$ cat config.mk
export PLATFORM = sky130hd
export DESIGN_NAME = host_power_sequencer_unit
export DESIGN_NICKNAME = d
export VERILOG_FILES = /design/src/hw/rtl/hps_pkg.sv /design/src/hw/rtl/hps_cfg_regs.sv /design/src/hw/rtl/hps_core.sv /design/src/hw/rtl/hps_out_buf.sv /design/src/hw/rtl/host_power_sequencer_unit.sv
export SDC_FILE = /design/constraint.sdc
export NUM_CORES = 1
export LEC_CHECK = 0
export ABC_AREA = 1
export BUFFER_PORTS_ARGS = -buffer_cell sky130_fd_sc_hd__buf_2
export CAP_MARGIN = 20
export CORE_MARGIN = 5
export CORE_UTILIZATION = 45
export DETAILED_ROUTE_END_ITERATION = 10
export PLACE_DENSITY_LB_ADDON = 0.12
export SYNTH_ARGS = -nofsm -noshare
export SYNTH_HDL_FRONTEND = slang
export SYNTH_HIERARCHICAL = 1
export SYNTH_SLANG_ARGS = --single-unit
$ cat constraint.sdc
create_clock -name i_clk -period 3.29 [get_ports i_clk]
set_clock_uncertainty 0.1 [all_clocks]
set_input_delay 0.8225 -clock i_clk [delete_from_list [all_inputs] [get_ports i_clk]]
set_output_delay 0.8225 -clock i_clk [all_outputs]
set_load 0.02 [all_outputs]
$ cat src/hw/rtl/hps_pkg.sv
// Shared types and constants for the host power sequencer.
`timescale 1ns / 1ps

package hps_pkg;

    // Configuration data width and the default elapsed-counter width
    localparam int CFG_W         = 20;
    localparam int TIMER_W_DEF   = 20;
    localparam int CFG_IDX_W     = 2;

    // Register indexes on the configuration port
    typedef enum logic [CFG_IDX_W-1:0] {
        REG_PRESS_TIME     = 2'd0,
        REG_SHUTDOWN_DELAY = 2'd1,
        REG_STARTUP_TIME   = 2'd2
    } t_reg_idx;

    // Reset values of the registers, in milliseconds
    localparam logic [CFG_W-1:0] PRESS_TIME_RST     = 20'd500;
    localparam logic [CFG_W-1:0] SHUTDOWN_DELAY_RST = 20'd30000;
    localparam logic [CFG_W-1:0] STARTUP_TIME_RST   = 20'd60000;

    typedef struct packed {
        logic [CFG_W-1:0] press_time;
        logic [CFG_W-1:0] shutdown_delay;
        logic [CFG_W-1:0] startup_time;
    } t_cfg;

    typedef struct packed {
        logic button_drive;
        logic full_power;
        logic off_pending;
        logic cut_pending;
    } t_result;

endpackage

$ cat src/hw/rtl/hps_cfg_regs.sv
// Configuration register file of the host power sequencer.
`timescale 1ns / 1ps

module hps_cfg_regs
    import hps_pkg::*;
(
    input  logic                 i_clk,
    input  logic                 i_rst_n,
    input  logic                 i_cfg_valid,
    input  logic [CFG_IDX_W-1:0] i_cfg_index,
    input  logic [CFG_W-1:0]     i_cfg_data,
    output logic                 o_cfg_ready,
    output t_cfg                 o_cfg
);

    t_cfg r_cfg;
    t_cfg n_cfg;

    assign o_cfg_ready = 1'b1;
    assign o_cfg       = r_cfg;

    always_comb begin
        n_cfg = r_cfg;
        if (i_cfg_valid) begin
            case (t_reg_idx'(i_cfg_index))
                REG_PRESS_TIME:     n_cfg.press_time     = i_cfg_data;
                REG_SHUTDOWN_DELAY: n_cfg.shutdown_delay = i_cfg_data;
                REG_STARTUP_TIME:   n_cfg.startup_time   = i_cfg_data;
                default:            n_cfg                = r_cfg;
            endcase
        end
    end

    always_ff @(posedge i_clk) begin
        if (!i_rst_n) begin
            r_cfg.press_time     <= PRESS_TIME_RST;
            r_cfg.shutdown_delay <= SHUTDOWN_DELAY_RST;
            r_cfg.startup_time   <= STARTUP_TIME_RST;
        end else begin
            r_cfg <= n_cfg;
        end
    end

endmodule

$ cat src/hw/rtl/hps_core.sv
// Sequencing state and per-request update logic of the host power sequencer.
`timescale 1ns / 1ps

module hps_core
    import hps_pkg::*;
#(
    parameter int TIMER_WIDTH = TIMER_W_DEF
) (
    input  logic    i_clk,
    input  logic    i_rst_n,
    input  logic    i_accept,
    input  logic    i_tick,
    input  logic    i_on_request,
    input  logic    i_off_request,
    input  logic    i_sense_on,
    input  t_cfg    i_cfg,
    output t_result o_result
);

    localparam int CMP_W = (TIMER_WIDTH > CFG_W) ? TIMER_WIDTH : CFG_W;
    localparam logic [TIMER_WIDTH-1:0] TMAX = {TIMER_WIDTH{1'b1}};

    logic                   r_pulse_active,    n_pulse_active;
    logic [TIMER_WIDTH-1:0] r_pulse_elapsed,   n_pulse_elapsed;
    logic                   r_cut_waiting,     n_cut_waiting;
    logic [TIMER_WIDTH-1:0] r_cut_elapsed,     n_cut_elapsed;
    logic                   r_off_waiting,     n_off_waiting;
    logic [TIMER_WIDTH-1:0] r_startup_elapsed, n_startup_elapsed;
    logic                   r_relay_closed,    n_relay_closed;

    logic [TIMER_WIDTH-1:0] pulse_t, cut_t, startup_t;

    // Advance the elapsed counters on a tick, holding at full scale
    assign pulse_t   = (i_tick && r_pulse_elapsed != TMAX)
                       ? r_pulse_elapsed + 1'b1 : r_pulse_elapsed;
    assign cut_t     = (i_tick && r_cut_elapsed != TMAX)
                       ? r_cut_elapsed + 1'b1 : r_cut_elapsed;
    assign startup_t = (i_tick && r_startup_elapsed != TMAX)
                       ? r_startup_elapsed + 1'b1 : r_startup_elapsed;

    always_comb begin
        n_pulse_active    = r_pulse_active;
        n_pulse_elapsed   = pulse_t;
        n_cut_waiting     = r_cut_waiting;
        n_cut_elapsed     = cut_t;
        n_off_waiting     = r_off_waiting | i_off_request;
        n_startup_elapsed = startup_t;
        n_relay_closed    = r_relay_closed;

        // Release the button once the press time is reached
        if (n_pulse_active && CMP_W'(pulse_t) >= CMP_W'(i_cfg.press_time)) begin
            n_pulse_active = 1'b0;
        end

        // Open the relay when the graceful-shutdown delay has run out
        if (n_cut_waiting && CMP_W'(cut_t) >= CMP_W'(i_cfg.shutdown_delay)) begin
            n_cut_waiting  = 1'b0;
            n_relay_closed = 1'b0;
        end

        // An on request is served in the pass that brings it
        if (i_on_request) begin
            if (!i_sense_on) begin
                n_pulse_active  = 1'b1;
                n_pulse_elapsed = '0;
            end
            n_cut_waiting     = 1'b0;
            n_relay_closed    = 1'b1;
            n_startup_elapsed = '0;
        end

        if (n_off_waiting &&
            CMP_W'(n_startup_elapsed) >= CMP_W'(i_cfg.startup_time)) begin
            if (i_sense_on) begin
                n_pulse_active  = 1'b1;
                n_pulse_elapsed = '0;
                n_cut_waiting   = 1'b1;
                n_cut_elapsed   = '0;
            end
            n_off_waiting = 1'b0;
        end
    end

    assign o_result.button_drive = n_pulse_active;
    assign o_result.full_power   = n_relay_closed;
    assign o_result.off_pending  = n_off_waiting;
    assign o_result.cut_pending  = n_cut_waiting;

    always_ff @(posedge i_clk) begin
        if (!i_rst_n) begin
            r_pulse_active    <= 1'b0;
            r_pulse_elapsed   <= '0;
            r_cut_waiting     <= 1'b0;
            r_cut_elapsed     <= '0;
            r_off_waiting     <= 1'b0;
            r_startup_elapsed <= '0;
            r_relay_closed    <= 1'b0;
        end else if (i_accept) begin
            r_pulse_active    <= n_pulse_active;
            r_pulse_elapsed   <= n_pulse_elapsed;
            r_cut_waiting     <= n_cut_waiting;
            r_cut_elapsed     <= n_cut_elapsed;
            r_off_waiting     <= n_off_waiting;
            r_startup_elapsed <= n_startup_elapsed;
            r_relay_closed    <= n_relay_closed;
        end
    end

endmodule

$ cat src/hw/rtl/hps_out_buf.sv
// Result register with a skid stage for the host power sequencer.
`timescale 1ns / 1ps

module hps_out_buf
    import hps_pkg::*;
(
    input  logic    i_clk,
    input  logic    i_rst_n,
    input  logic    i_push,
    input  t_result i_result,
    input  logic    i_out_stall,
    output logic    o_full,
    output logic    o_out_valid,
    output t_result o_result
);

    logic    r_out_valid, r_skid_valid;
    t_result r_out, r_skid;
    logic    pop;

    assign pop         = r_out_valid & ~i_out_stall;
    assign o_full      = r_skid_valid;
    assign o_out_valid = r_out_valid;
    assign o_result    = r_out;

    always_ff @(posedge i_clk) begin
        if (!i_rst_n) begin
            r_out_valid  <= 1'b0;
            r_skid_valid <= 1'b0;
        end else if (pop) begin
            if (r_skid_valid) begin
                r_out        <= r_skid;
                r_skid_valid <= 1'b0;
            end else if (i_push) begin
                r_out <= i_result;
            end else begin
                r_out_valid <= 1'b0;
            end
        end else if (i_push) begin
            if (!r_out_valid) begin
                r_out       <= i_result;
                r_out_valid <= 1'b1;
            end else begin
                r_skid       <= i_result;
                r_skid_valid <= 1'b1;
            end
        end
    end

endmodule

$ cat src/hw/rtl/host_power_sequencer_unit.sv
// Top level of the host power sequencer.
`timescale 1ns / 1ps

// Host power sequencer: drives an emulated power button and the main power
// relay of an attached computer. Each request carries an optional millisecond
// tick, switch-on and switch-off requests and the sensed running level, and
// yields one result with the button, relay and pending flags as they stand
// after that request. The state update is a single pass of timer compares
// between the state registers and the result register, so a new request is
// taken every cycle while results drain. Results sit in a result register
// backed by one skid entry; o_in_stall rises only when both hold results
// that the downstream side has not taken. Timers are saturating elapsed
// counters of TIMER_WIDTH bits; a configured time the counter cannot reach
// never fires. Configuration writes are always ready and must be made
// while no request is in flight.
module host_power_sequencer_unit
    import hps_pkg::*;
#(
    parameter int TIMER_WIDTH = TIMER_W_DEF
) (
    input  logic                 i_clk,
    input  logic                 i_rst_n,
    // request channel
    input  logic                 i_in_valid,
    output logic                 o_in_stall,
    input  logic                 i_tick,
    input  logic                 i_on_request,
    input  logic                 i_off_request,
    input  logic                 i_sense_on,
    // result channel
    output logic                 o_out_valid,
    input  logic                 i_out_stall,
    output logic                 o_button_drive,
    output logic                 o_full_power,
    output logic                 o_off_pending,
    output logic                 o_cut_pending,
    // configuration write channel
    input  logic                 i_cfg_valid,
    output logic                 o_cfg_ready,
    input  logic [CFG_IDX_W-1:0] i_cfg_index,
    input  logic [CFG_W-1:0]     i_cfg_data
);

    t_cfg    cfg;
    t_result core_result;
    t_result out_result;
    logic    buf_full;
    logic    accept;

    // Take a request whenever the skid entry is free
    assign o_in_stall = buf_full;
    assign accept     = i_in_valid & ~buf_full;

    hps_cfg_regs u_cfg (
        .i_clk       (i_clk),
        .i_rst_n     (i_rst_n),
        .i_cfg_valid (i_cfg_valid),
        .i_cfg_index (i_cfg_index),
        .i_cfg_data  (i_cfg_data),
        .o_cfg_ready (o_cfg_ready),
        .o_cfg       (cfg)
    );

    // Update sequencing state and form the result in the accepting cycle
    hps_core #(
        .TIMER_WIDTH (TIMER_WIDTH)
    ) u_core (
        .i_clk         (i_clk),
        .i_rst_n       (i_rst_n),
        .i_accept      (accept),
        .i_tick        (i_tick),
        .i_on_request  (i_on_request),
        .i_off_request (i_off_request),
        .i_sense_on    (i_sense_on),
        .i_cfg         (cfg),
        .o_result      (core_result)
    );

    hps_out_buf u_out (
        .i_clk       (i_clk),
        .i_rst_n     (i_rst_n),
        .i_push      (accept),
        .i_result    (core_result),
        .i_out_stall (i_out_stall),
        .o_full      (buf_full),
        .o_out_valid (o_out_valid),
        .o_result    (out_result)
    );

    assign o_button_drive = out_result.button_drive;
    assign o_full_power   = out_result.full_power;
    assign o_off_pending  = out_result.off_pending;
    assign o_cut_pending  = out_result.cut_pending;

endmodule

Word level (Yosys, flattened, before mapping). Index checks and enable logic that the tools add are counted.

Output and inout bits: 7. Bits in registers: 134. Bits of input ports: 31. Logic and storage cells: 89.

Order comparisons: 3. Multiplexer cells: 31. Equal/unequal tests: 8. Reduce and logical (&&, ||, !) cells: 17. Bitwise logic cells: 7. Add/sub/neg operators: 3.

Operator list (count): $mux 20 (10); $add 20x1->20 const B (3); $ge 20x20->1 (3); $ne 20x20->1 const B (3); $mux 4 (5); $mux 1 (16); $reduce_and 2->1 (4); $reduce_and 4->1 (2); $logic_and 1x1->1 (6); $ne 2x2->1 const B (3); $not 1->1 (4); $reduce_bool 2->1 (2); $reduce_and 3->1 (1); $and 1x1->1 (2); $eq 2x1->1 const B (1); $eq 2x2->1 const B (1); $logic_not 2->1 (1); $reduce_or 2->1 (1); $or 1x1->1 (1).

Depth between registers and ports, before layout. Gate-level depths: netlist (run 1).

Word-level depth: 13. Depth in mapped cells: 28.

Cells and area by module. Netlist (run 1), hierarchy kept.

Modules (own cells, without submodules): hps_core (area an instance 6271.0 um2, cells each 1031, times used 1, seq. area each 1281.2 um2); hps_cfg_regs (area an instance 2422.3 um2, cells each 352, times used 1, seq. area each 1201.2 um2); hps_out_buf (area an instance 419.2 um2, cells each 40, times used 1, seq. area each 280.3 um2); host_power_sequencer_unit (area an instance 10.0 um2, cells each 2, times used 1, seq. area each 0.0 um2).

Least setup slack after synthesis (run 1). Ideal clock, no wire load.

Path type: reg2reg. Start: register u_core.r_startup_elapsed[0]. End: register u_out.r_out, in the netlist u_out/o_result[0] (data pin). Setup time: 0.254 ns. Data required time: 2.936 ns. Arrival: 3.031 ns. Period minus slack after synthesis: 3.386 ns. Cell stages (with the launch flop): 25. Path slack: -0.096 ns. Path through: dfxtp_1 > ha_1 > inv_1 > nor2_2 > nand3_2 > nor2_2 > nand2_1 > nand2_2 > inv_2 > buf_6 > o21ai_1 > nand2_1 > inv_1 > ha_1 > a21o_1 > nor2_1 > nand2_1 > nand2_1 > nand4_1 > nand2_1 > clkbuf_1 > nand2_1 > buf_4 > nand2_1 > nand2_1.

Cells in the longest elaborated chain, start to end: 10.

Ends and longest elaborated chain: from (decl) (RTL line hps_core.sv:28) `logic [TIMER_WIDTH-1:0] r_startup_elapsed, n_startup_elapsed;`; from (signal assigned) (RTL line hps_core.sv:104) `r_startup_elapsed <= n_startup_elapsed;`; parallel branches: the longest is 2 deep, another holds $add 20x1->20; $mux 20 * (RTL line hps_core.sv:39) `? r_startup_elapsed + 1'b1 : r_startup_elapsed;`; $mux 20 * (RTL line hps_core.sv:62) `if (i_on_request) begin`; via u_core.n_startup_elapsed[11] (RTL line hps_core.sv:28); $ge 20x20->1 * (RTL line hps_core.sv:73) `CMP_W'(n_startup_elapsed) >= CMP_W'(i_cfg.startup_time)) begin`; $logic_and 1x1->1 * (RTL line hps_core.sv:72) `if (n_off_waiting &&`; $mux 1 * (RTL line hps_core.sv:72); via u_core.n_cut_waiting (RTL line hps_core.sv:25) `logic r_cut_waiting, n_cut_waiting;`; $mux 4 (on tied branches) (RTL line hps_out_buf.sv:40, hps_out_buf.sv:34); $mux 4 (on tied branches) (RTL line hps_out_buf.sv:39, hps_out_buf.sv:31); $mux 4 * (RTL line hps_out_buf.sv:30) `end else if (pop) begin`; to (signal assigned) (RTL line hps_out_buf.sv:32) `r_out <= r_skid;`; to (signal assigned) (RTL line hps_out_buf.sv:35) `r_out <= i_result;`; to (signal assigned) (RTL line hps_out_buf.sv:41) `r_out <= i_result;`; to (decl) (RTL line hps_out_buf.sv:18) `t_result r_out, r_skid;`.

Mark *: on every way through the listed nets, which the timed path passes. The select of a mux whose other input is x is not followed. A chain may end at the register's enable or synchronous reset.

Final worst setup path (run 1).
Start: register u_core.r_startup_elapsed[9]. End: register u_core.r_cut_waiting.

Cells in the longest elaborated chain, start to end: 7.

Ends and longest elaborated chain: parallel branches: the longest is 2 deep, another holds $add 20x1->20; $mux 20 * (RTL line hps_core.sv:39); $mux 20 * (RTL line hps_core.sv:62); via u_core.n_startup_elapsed[15] (RTL line hps_core.sv:28); $ge 20x20->1 * (RTL line hps_core.sv:73); $logic_and 1x1->1 * (RTL line hps_core.sv:72); $mux 1 * (RTL line hps_core.sv:72); to (signal assigned) (RTL line hps_core.sv:101) `r_cut_waiting <= n_cut_waiting;`; to (decl) (RTL line hps_core.sv:25).

Mark *: on every way through the listed nets, which the timed path passes.

==> results.toml, run 1 <==
[cts]
clk_pin_slew_worst_paths_ps = 70
clock_latency_ps = 430
cts.sinks = 134
cts_buffer_depth = 2
cts_hold_buf = 0
cts-root-buf = "clkbuf_16"
cts_buffers = 17
cts-htree-levels = 4
cts_tree = "done"

[global_route]
grt_overflow = 0
antenna_found_initial = 0
grt_max_degree = 69
grt_pass1_vias = 8028
grt_util_all_layers = 0.2146
grt_pass1_wl_um = 40790

[synth]
netlist_instances = 1425
synth_seq_cells = 134
syn-cell-area_mm2 = 0.009122
yosysSeqAreaShare = 0.3028
avgSynthCellArea_um2 = 6.402
syn-num-nets = 1519
yosys_warnings = 6
ys_types = 43

[setup_path]
reg2reg_to = "u_core/r_cut_waiting"
critPathArrivalTime_ps = 3450
reg2reg_slack_ps = 70
crit_fanout = 7
r2r_cells = 25
end_kind = "register"
required_ps = 3520
worstSetupStartpointType = "register"
worstSetupPathType = "register to register"
reg2reg_from = "u_core/r_startup_elapsed[9]"

[timing]
layout_setup_ws_ps = 69.35
final_max_slew_viol_count = 0
setup_violations = 0
rsz0062_at_grt = "yes"
finalWorstPathRequiredPeriod_ps = 3221
fin_crit_sh = 0.9789
timing_worst_slew_pin_value_ps = 727.3
hold_viol = 0
fmax_mhz = 310.5
slew_headroom = 0.5151

[drt]
drc = 0
antenna_left = 0
drt_pre_antenna_iters = 5
via_per_inst = 4.935
wl_per_cell_um = 14.37
totalWireLength_um = 26090
vias = 8962
first_iter_violations = 611

[final_layout]
final_util = 0.5587
n_antenna_cell = 0
final_common_cell = "nand2_1"
layout-drive-gt1-share = 0.2044
final_cell_mix = "nand2_1 (394), inv_1 (189), nor2_1 (143), dfxtp_1 (110), buf_4 (97)"
nFillCells = 2007
final_cell_area_mm2 = 0.01123
area_growth_pct = 23.12
nets = 1627

[hold_path]
min_delay_path_depth = 2
min_to = "u_cfg/o_cfg[34]"
hp-class = "register to register"
hold_start = "u_cfg/o_cfg[34]"

[run]
drv_cap = 0

[die]
die_area_mm2 = 0.02322
coreArea_mm2 = 0.02010
io_pins = 38
row_count = 52
initial_utilization = 0.4538
fp.dieH_um = 152.4
die_width_um = 152.4

[power]
powerDensity_mw_per_mm2 = 409.8
switching_share = 0.3254
vdd_drop_max_mv = 0.3759
power_frac_seq = 0.390
switchingPower_mw = 1.498
intPower_mw = 3.105
p_leak_nw = 5.424
comb_power_share = 0.193
power_mw = 4.603
clkPwrFrac = 0.417

[place]
post_dp_cell_area_mm2 = 0.01007
gp_congestion = 0.8682
post-place-ws_ps = -214.0
hpwlAfterDp_um = 18630
portBuffers = 36

[run_status]
outcome = "finished, final reports clean"
area by class of cell:
type	count	area [um2]	share of cell area
multi-input cells	1006	5497	0.4894
clock inverters	15	171.4	0.01526
clock buffers	17	425.4	0.03787
well taps	270	337.8	0.03008
inverters	224	855.8	0.07619
flip-flops and latches	134	2785	0.2480
repair buffers	148	1142	0.1017
repair inverters	2	17.52	0.001560
cell usage after synthesis:
cell,number,area (um2)
a21oi_4,1,16.27
ha_1,63,788.3
buf_6,5,56.30
buf_1,4,15.01
inv_1,192,720.7
nor3_1,9,45.04
o21bai_1,5,37.54
nand4_1,43,269.0
a21oi_1,107,535.5
inv_2,29,108.9
nand2_1,408,1531
o21a_1,1,7.510
xor2_1,31,271.5
xor2_2,1,16.27
nor3_2,3,30.03
dfxtp_1,126,2522
and3_1,1,6.260
or2_2,1,6.260
nand3_4,1,17.52
nand2_2,7,43.79
nand2_4,1,11.26
a21boi_0,3,22.52
buf_4,6,45.04
conb_1,1,3.750
buf_2,17,85.08
o21ai_1,21,105.1
clkbuf_1,29,108.9
clkinv_1,3,11.26
a211oi_1,1,7.510
xnor2_1,5,43.79
nor2_1,151,566.8
o211ai_1,2,15.01
nand3b_1,6,45.04
a21oi_2,10,87.58
nor3_4,1,16.27
a21o_1,1,7.510
edfxtp_1,8,240.2
nand3_1,74,370.4
nor2_4,5,56.30
nor2_2,4,25.02
o21ai_0,34,170.2
nand3_2,2,20.02
nor4_1,2,12.51
state kept, by name (all words and copies together), names as in the netlist:
register                  count
u_out/r_skid                  4
u_out/o_full                  1
u_out/o_out_valid             1
u_core/r_cut_elapsed         20
u_core/r_off_waiting          1
u_core/r_pulse_elapsed       20
u_cfg/o_cfg                  60
u_core/r_pulse_active         1
u_out/o_result                4
u_core/r_startup_elapsed     20
u_core/r_relay_closed         1
u_core/r_cut_waiting          1
per-stage QoR:
step,cells,hold slack (ps),TNS (ps)
global placement,1764,340.6,-4226
global route,1816,387.7,-4506
CTS,1796,360.3,-4.335
floorplan,1425,328.9,0
finish,1816,358.1,0
detailed placement,1764,343.3,-8015
cell families after synthesis:
family / synth area share
xor+xnor: 0.03635
buf+inv: 0.1262
fa+ha+maj: 0.08641
simple gates: 0.3369
other cells: 0.0004111
flops: 0.3028
compound gates: 0.1110
power by group through the flow:
stage / registers (mW) / clock network [mW] / logic, mW
floorplan: 1.83 / 0 / 0.519
detailed placement: 1.83 / 0 / 0.792
CTS: 1.79 / 1.97 / 0.801
finish: 1.80 / 1.92 / 0.889
global placement: 1.82 / 0 / 0.782
global route: 1.81 / 2.05 / 0.999
critical path, cell delays in order, from the launching register on:
cell       delay (ps)
dfxtp_4           370
nand2_4            60
nor3_4            170
nand3_2           130
nor2_4            170
nand2_4            80
nand2_8           140
buf_8             140
nand2_1            50
o21ai_1           100
nand2_1           100
inv_1              90
ha_4              210
nand2_2            70
inv_1              40
nand2_1            50
nand2_1            50
a21oi_1           120
nand4_1           110
buf_6             150
a21oi_4           160
buf_12            140
clkbuf_16         150
nand2_2            40
nand2_1            60
inv_1              40
how the worst max path moves through the flow:
| stage | from | cells past startpoint | to | slack, ps |
|---|---|---|---|---|
| floorplan | u_core/r_startup_elapsed[0] | 24 | u_out/o_result[0] | 4 |
| CTS | u_core/r_startup_elapsed[0] | 22 | u_out/o_result[3] | -4 |
| global placement | i_tick | 19 | u_out/o_result[2] | -210 |
| global route | u_core/r_startup_elapsed[0] | 24 | u_core/r_cut_elapsed[1] | -140 |
| finish | u_core/r_startup_elapsed[9] | 25 | u_core/r_cut_waiting | 70 |
| detailed placement | i_tick | 17 | u_out/o_result[3] | -210 |
routing by layer:
metal,global-route usage,vias up,share of wire
met5,0,-,0
met4,0.06721,0,0.018
met3,0.03749,28,0.043
met2,0.3398,196,0.46
met1,0.2987,4025,0.48
li1,-,4713,-
timing repair:
action                                  in CTS  in global routing
setup buffers                                0                 14
pin swaps                                    2                 24
endpoints found under the setup margin      45                 52
gates resized for setup                      9                 94
cloned                                       0                  6
Note: power is estimated with default switching activity, not from simulation.
==> run 2: changes to the inputs <==
--- a/config.mk
+++ b/config.mk
@@ -11,7 +11,7 @@
 export CORE_MARGIN = 5
 export CORE_UTILIZATION = 45
 export DETAILED_ROUTE_END_ITERATION = 10
-export PLACE_DENSITY_LB_ADDON = 0.12
+export PLACE_DENSITY_LB_ADDON = 0.1
 export SYNTH_ARGS = -nofsm -noshare
 export SYNTH_HDL_FRONTEND = slang
 export SYNTH_HIERARCHICAL = 1
==> run 2 against run 1 <==
Effect of this change: hold slack better by 2.5 ps; critical endpoint is now u_core/r_cut_elapsed[10]; die area did not move; via count up 1.1%; sequential share of layout area decreased by 0.50 points; sequential cell count stayed put; the flow now finishes with violations (negative setup slack); combinational power is 4.9% higher; non-clock buffer count increased by 6; routed wire length is 0.48% higher; fmax down 3.5%; critical path type unchanged.
==> results.toml, run 2 (same netlist as run 1, synthesis figures left out) <==
[run_status]
outcome = "finished, violations left"
violations = "negative setup slack"

[final_layout]
final_util = 0.5677
nets = 1631
largest_reg_flops = 60
final_cell_mix = "nand2_1 (377), inv_1 (190), nor2_1 (140), dfxtp_1 (118), buf_4 (101)"
final_common_cell = "nand2_1"
n_antenna_cell = 0
layout-drive-gt1-share = 0.2161
area_growth_pct = 25.10

[timing]
timing_worst_slew_pin_value_ps = 592.0
fin_crit_sh = 1.014
setup_violations = 22
final_max_slew_viol_count = 0
hold_viol = 0
layout_setup_ws_ps = -45.86
slew_headroom = 0.6053
rsz0062_at_grt = "yes"
finalWorstPathRequiredPeriod_ps = 3336
holdWs_ps = 360.6
fmax_mhz = 299.8

[setup_path]
worstSetupPathType = "register to register"
r2r_cells = 27
required_ps = 3550
end_kind = "register"
crit_fanout = 6
reg2reg_to = "u_core/r_cut_elapsed[10]"
critPathArrivalTime_ps = 3590
reg2reg_slack_ps = -50
worstSetupStartpointType = "register"
reg2reg_from = "u_core/r_startup_elapsed[1]"

[place]
hpwlAfterDp_um = 18800
portBuffers = 36
gp_congestion = 0.8831
post-place-ws_ps = -186.4

[die]
die_width_um = 152.4
die_area_mm2 = 0.02322
initial_utilization = 0.4538
fp.dieH_um = 152.4
row_count = 52
coreArea_mm2 = 0.02010
io_pins = 38

[cts]
cts_hold_buf = 0
clk_pin_slew_worst_paths_ps = 60
cts_buffer_depth = 2
cts_tree = "done"
cts-htree-levels = 4
cts.sinks = 134
cts_buffers = 17
clock_latency_ps = 430
cts-root-buf = "clkbuf_16"

[drt]
totalWireLength_um = 26210
vias = 9057
first_iter_violations = 604
antenna_left = 0
wl_per_cell_um = 14.40
drt_pre_antenna_iters = 5
via_per_inst = 4.976
drc = 0

[run]
drv_cap = 0

[global_route]
grt_pass1_vias = 8044
grt_max_degree = 82
antenna_found_initial = 0
grt_util_all_layers = 0.2142
grt_overflow = 0
grt_pass1_wl_um = 40900

[hold_path]
min_delay_path_depth = 2
hold_start = "u_cfg/o_cfg[44]"
hp-class = "register to register"
min_to = "u_cfg/o_cfg[44]"

[power]
powerDensity_mw_per_mm2 = 407.2
vdd_drop_max_mv = 0.3314
p_leak_nw = 5.464
## run 2: cell count changes in the layout (fill, tap and decap cells not counted), moves of 4 or more
cell	before	now
nand2_1	394	377
dfxtp_2	15	8
buf_4	97	101
dfxtp_1	110	118
clkinv_8	5	0
nand2_2	15	30
nor2_2	6	11
## run 2: cell type report
class / count / area, um2
clock buffer: 17 / 425.4
clock inverter: 15 / 156.4
fill: 1975 / 8692
inverter: 224 / 850.8
multi-input combinational: 1006 / 5632
sequential: 134 / 2773
tap: 270 / 337.8
timing repair buffer: 154 / 1237
## run 2: worst max path at each step
stage,from,end,slack (ps),depth (start not counted)
2_1_floorplan,u_core/r_startup_elapsed[0],u_out/o_result[0],4,24
3_3_place_gp,i_tick,u_out/o_result[3],-110,17
3_5_place_dp,u_core/r_startup_elapsed[0],u_core/r_pulse_elapsed[19],-190,24
4_1_cts,u_core/r_startup_elapsed[0],u_core/r_pulse_elapsed[18],-3,27
5_1_grt,u_core/r_startup_elapsed[1],u_core/r_cut_waiting,-260,28
6_report,u_core/r_startup_elapsed[1],u_core/r_cut_elapsed[10],-50,27
## run 2: metrics by stage
stage	instances	power [mW]	setup TNS [ps]	area [um2]
final	1820	4.647	-357.9	11410
after global routing	1820	4.881	-9165	11410
after CTS	1808	4.575	-6.699	10800
after detailed placement	1775	2.642	-6121	10190
after global placement	1775	2.626	-1938	10190
after floorplan	1425	2.350	0	9124
## run 2: what timing repair did
item / 4_1_cts / 5_1_grt
setup buffers: 1 / 6
endpoints found under the hold margin: 0 / 0
gates resized for setup: 7 / 111
pin swaps: 1 / 31
setup endpoints to repair: 46 / 52
gates cloned: 0 / 6
## run 2: power breakdown
| part | internal [mW] | total, mW | switching (mW) |
|---|---|---|---|
| registers | 1.73 | 1.79 | 0.0618 |
| logic | 0.372 | 0.933 | 0.562 |
| clock network | 1.08 | 1.92 | 0.845 |
## run 2: routing by layer
metal / vias up / global-route usage / wire [um]
li1: 4729 / - / -
met1: 4074 / 0.3079 / 12640
met2: 212 / 0.3328 / 11910
met3: 42 / 0.03323 / 1121
met4: 0 / 0.06250 / 548
met5: - / 0 / 0
## run 2: critical path: stages (launching register included)
cell       delay, ps
dfxtp_2          360
ha_4             150
inv_4             40
nor2_4           110
nand3_4          100
nor2_4           130
nand2_2           70
nand2_4           80
inv_6             50
buf_12           130
buf_6            110
o21ai_2          150
nand2_2           80
inv_2             70
ha_4             200
nand2_2           70
inv_1             40
nand2_1           50
nand2_1           40
nand2_1           50
nand2_1           50
nand2_1           60
nand4_1           90
buf_6            150
a21oi_4          310
clkbuf_16        250
nand2_2           60
a21oi_2          100
==> run 3: changes to the inputs <==
--- a/config.mk
+++ b/config.mk
@@ -11,8 +11,7 @@
 export CORE_MARGIN = 5
 export CORE_UTILIZATION = 45
 export DETAILED_ROUTE_END_ITERATION = 10
-export PLACE_DENSITY_LB_ADDON = 0.1
+export PLACE_DENSITY_LB_ADDON = 0.05
 export SYNTH_ARGS = -nofsm -noshare
 export SYNTH_HDL_FRONTEND = slang
-export SYNTH_HIERARCHICAL = 1
 export SYNTH_SLANG_ARGS = --single-unit
==> run 3 against run 2 <==
Effect of this change: the flow still finishes with violations (negative setup slack); cell count fell by 6.1%; fmax increased by 0.61%; critical path depth is 3 lower; routed wire length increased by 0.99%; via count fell by 4.0%; clock power up 3%; non-clock buffer count stayed put; area after synthesis is 1.3% lower; critical endpoint is now u_core.r_cut_elapsed[3]; largest cell class unchanged.
==> results.toml, run 3 <==
[run_status]
outcome = "finished, violations left"
violations = "negative setup slack"

[power]
powerDensity_mw_per_mm2 = 414.5
vdd_drop_max_mv = 0.3841
p_leak_nw = 4.954

[global_route]
grt_pass1_wl_um = 41590
grt_max_degree = 87
grt_util_all_layers = 0.2313
grt_overflow = 0
antenna_found_initial = 0
grt_pass1_vias = 8027

[cts]
cts_hold_buf = 0
clk_pin_slew_worst_paths_ps = 70
cts_buffers = 17
cts.sinks = 134
cts_tree = "done"
cts-htree-levels = 4
cts-root-buf = "clkbuf_16"
clock_latency_ps = 430
cts_buffer_depth = 2

[timing]
fmax_mhz = 301.6
layout_setup_ws_ps = -25.52
final_max_slew_viol_count = 0
slew_headroom = 0.5542
rsz0062_at_grt = "yes"
setup_violations = 5
finalWorstPathRequiredPeriod_ps = 3316
holdWs_ps = 363.9
hold_viol = 0
timing_worst_slew_pin_value_ps = 668.0
fin_crit_sh = 1.008

[synth]
synth_area_leaders = "dfxtp_1 (28%), nand2_1 (13%), ha_1 (8.8%)"
ys.flop_type = "dfxtp_1"
synthArstFlopShare = 0
synth_edf_count = 8
yosysTopAreaCell = "dfxtp_1"
synth_fa_ha_area_frac = 0.08756
yosys_warnings = 0
synth_top_family_by_area = "simple AND/OR/NAND/NOR gates"
synth_top_area_share = 0.2802
synth.most_common_cell = "nand2_1"
yosysSeqAreaShare = 0.3069
synth_seq_cells = 134
syn-num-nets = 1408
netlist_instances = 1314
syn-cell-area_mm2 = 0.009002
synth-simple-area-share = 0.2912
synth_xor_area_frac = 0.02530
synth-compound-area-share = 0.1740
avgSynthCellArea_um2 = 6.851
synthTopCellsByCount = "nand2_1 (308), inv_1 (170), dfxtp_1 (126)"
ys_types = 46
muxShareOfSynthArea = 0

[setup_path]
reg2reg_to = "u_core.r_cut_elapsed[3]"
reg2reg_from = "u_core.r_startup_elapsed[1]"
worstSetupStartpointType = "register"
crit_fanout = 6
required_ps = 3540
worstSetupPathType = "register to register"
r2r_cells = 24
reg2reg_slack_ps = -30
end_kind = "register"
critPathArrivalTime_ps = 3570

[die]
io_pins = 38
row_count = 51
die_width_um = 151.4
initial_utilization = 0.4595
die_area_mm2 = 0.02293
fp.dieH_um = 151.4
coreArea_mm2 = 0.01959

[final_layout]
multi_input_area_mm2 = 0.005658
final_common_cell = "nand2_1"
largest_reg_flops = 60
area_growth_pct = 26.05
final_cell_mix = "nand2_1 (284), inv_1 (154), dfxtp_1 (110), a21oi_1 (104), buf_4 (103)"
layout-drive-gt1-share = 0.2832
final-seq-area_mm2 = 0.002785
nFillCells = 1951
nets = 1525
final_util = 0.5792
n_antenna_cell = 0
final_cell_area_mm2 = 0.01135

[hold_path]
min_to = "u_cfg.o_cfg[2]"
hold_start = "u_cfg.o_cfg[2]"
hp-class = "register to register"
min_delay_path_depth = 2

[place]
post_dp_cell_area_mm2 = 0.01005
portBuffers = 36
gp_congestion = 0.8899
hpwlAfterDp_um = 19040

[drt]
antenna_left = 0
first_iter_violations = 532
via_per_inst = 5.087
drc = 0
drt_pre_antenna_iters = 5
vias = 8694
totalWireLength_um = 26470
wl_per_cell_um = 15.49

[run]
drv_cap = 0
==> run 3: cell count changes after synthesis, sizes merged, moves of 19 or more <==
cell    before  now
inv        221  192
nand2      416  346
nand3       77   52
o21ai       55  107
o211ai       2   21
nor2       160  100
==> run 3: layer usage <==
layer / wire, um / track usage / up-vias
li1: - / - / 4506
met1: 13320 / 0.3375 / 3986
met2: 11790 / 0.3561 / 172
met3: 939 / 0.02753 / 30
met4: 426 / 0.07162 / 0
met5: 0 / 0 / -
==> run 3: critical path: stages (launching register included) <==
cell and delay (ps):
dfxtp_2 350, ha_4 140, inv_2 40, nor2_2 80
nand2_2 90, nor3_4 310, a21oi_4 160, buf_12 170
nand2_2 70, o21ai_4 50, nand2_2 80, inv_2 50
ha_4 220, a21oi_2 130, nor2_1 60, nor2_1 100
nand2_1 60, nand2_1 60, nand4_1 110, buf_6 150
a21oi_4 170, buf_6 160, clkbuf_16 160, nand2_4 40
a21oi_2 110
==> run 3: kinds of logic after synthesis <==
family          count (synthesis)
compound gates                272
simple gates                  568
buf+inv                       250
fa+ha+maj                      63
other cells                     1
flops                         134
xor+xnor                       26
==> run 3: report_power, final <==
part / leakage (nW) / switching (mW) / internal (mW)
Sequential: 1.11 / 0.0661 / 1.73
Clock: 0.297 / 0.857 / 1.12
Combinational: 3.54 / 0.549 / 0.372
Total: 4.95 / 1.47 / 3.23
==> run 3: layout make-up <==
type                       count  share of cell area
timing repair buffer         154              0.1091
tap                          265             0.02922
clock inverter                14             0.01334
inverter                     194             0.06462
sequential                   134              0.2455
multi-input combinational    930              0.4986
clock buffer                  18             0.03970
==> run 3: worst max-delay path by stage <==
stage	start	endpoint
floorplan	u_core.r_startup_elapsed[0]	u_core.r_pulse_elapsed[19]
global placement	i_tick	u_core.r_cut_waiting
detailed placement	i_tick	u_core.r_cut_elapsed[18]
CTS	u_core.r_startup_elapsed[1]	u_core.r_cut_elapsed[17]
global route	u_core.r_startup_elapsed[1]	u_core.r_cut_elapsed[16]
finish	u_core.r_startup_elapsed[1]	u_core.r_cut_elapsed[3]
==> run 3: stage by stage <==
| stage | worst slack [ps] | power [mW] | TNS, ps | cells |
|---|---|---|---|---|
| 3_3_place_gp | -226.2 | 2.613 | -9223 | 1660 |
| 6_report | -25.52 | 4.703 | -64.03 | 1709 |
| 2_1_floorplan | 260.8 | 2.325 | 0 | 1314 |
| 4_1_cts | -33.24 | 4.635 | -423.8 | 1695 |
| 3_5_place_dp | -235.0 | 2.625 | -9905 | 1660 |
| 5_1_grt | -241.7 | 4.934 | -8716 | 1709 |
==> run 3: repair_timing <==
item / 4_1_cts / 5_1_grt
gates resized for setup: 12 / 123
cloned: 1 / 5
buffers inserted: 2 / 10
pin swaps: 2 / 36
endpoints found under the setup margin: 45 / 52
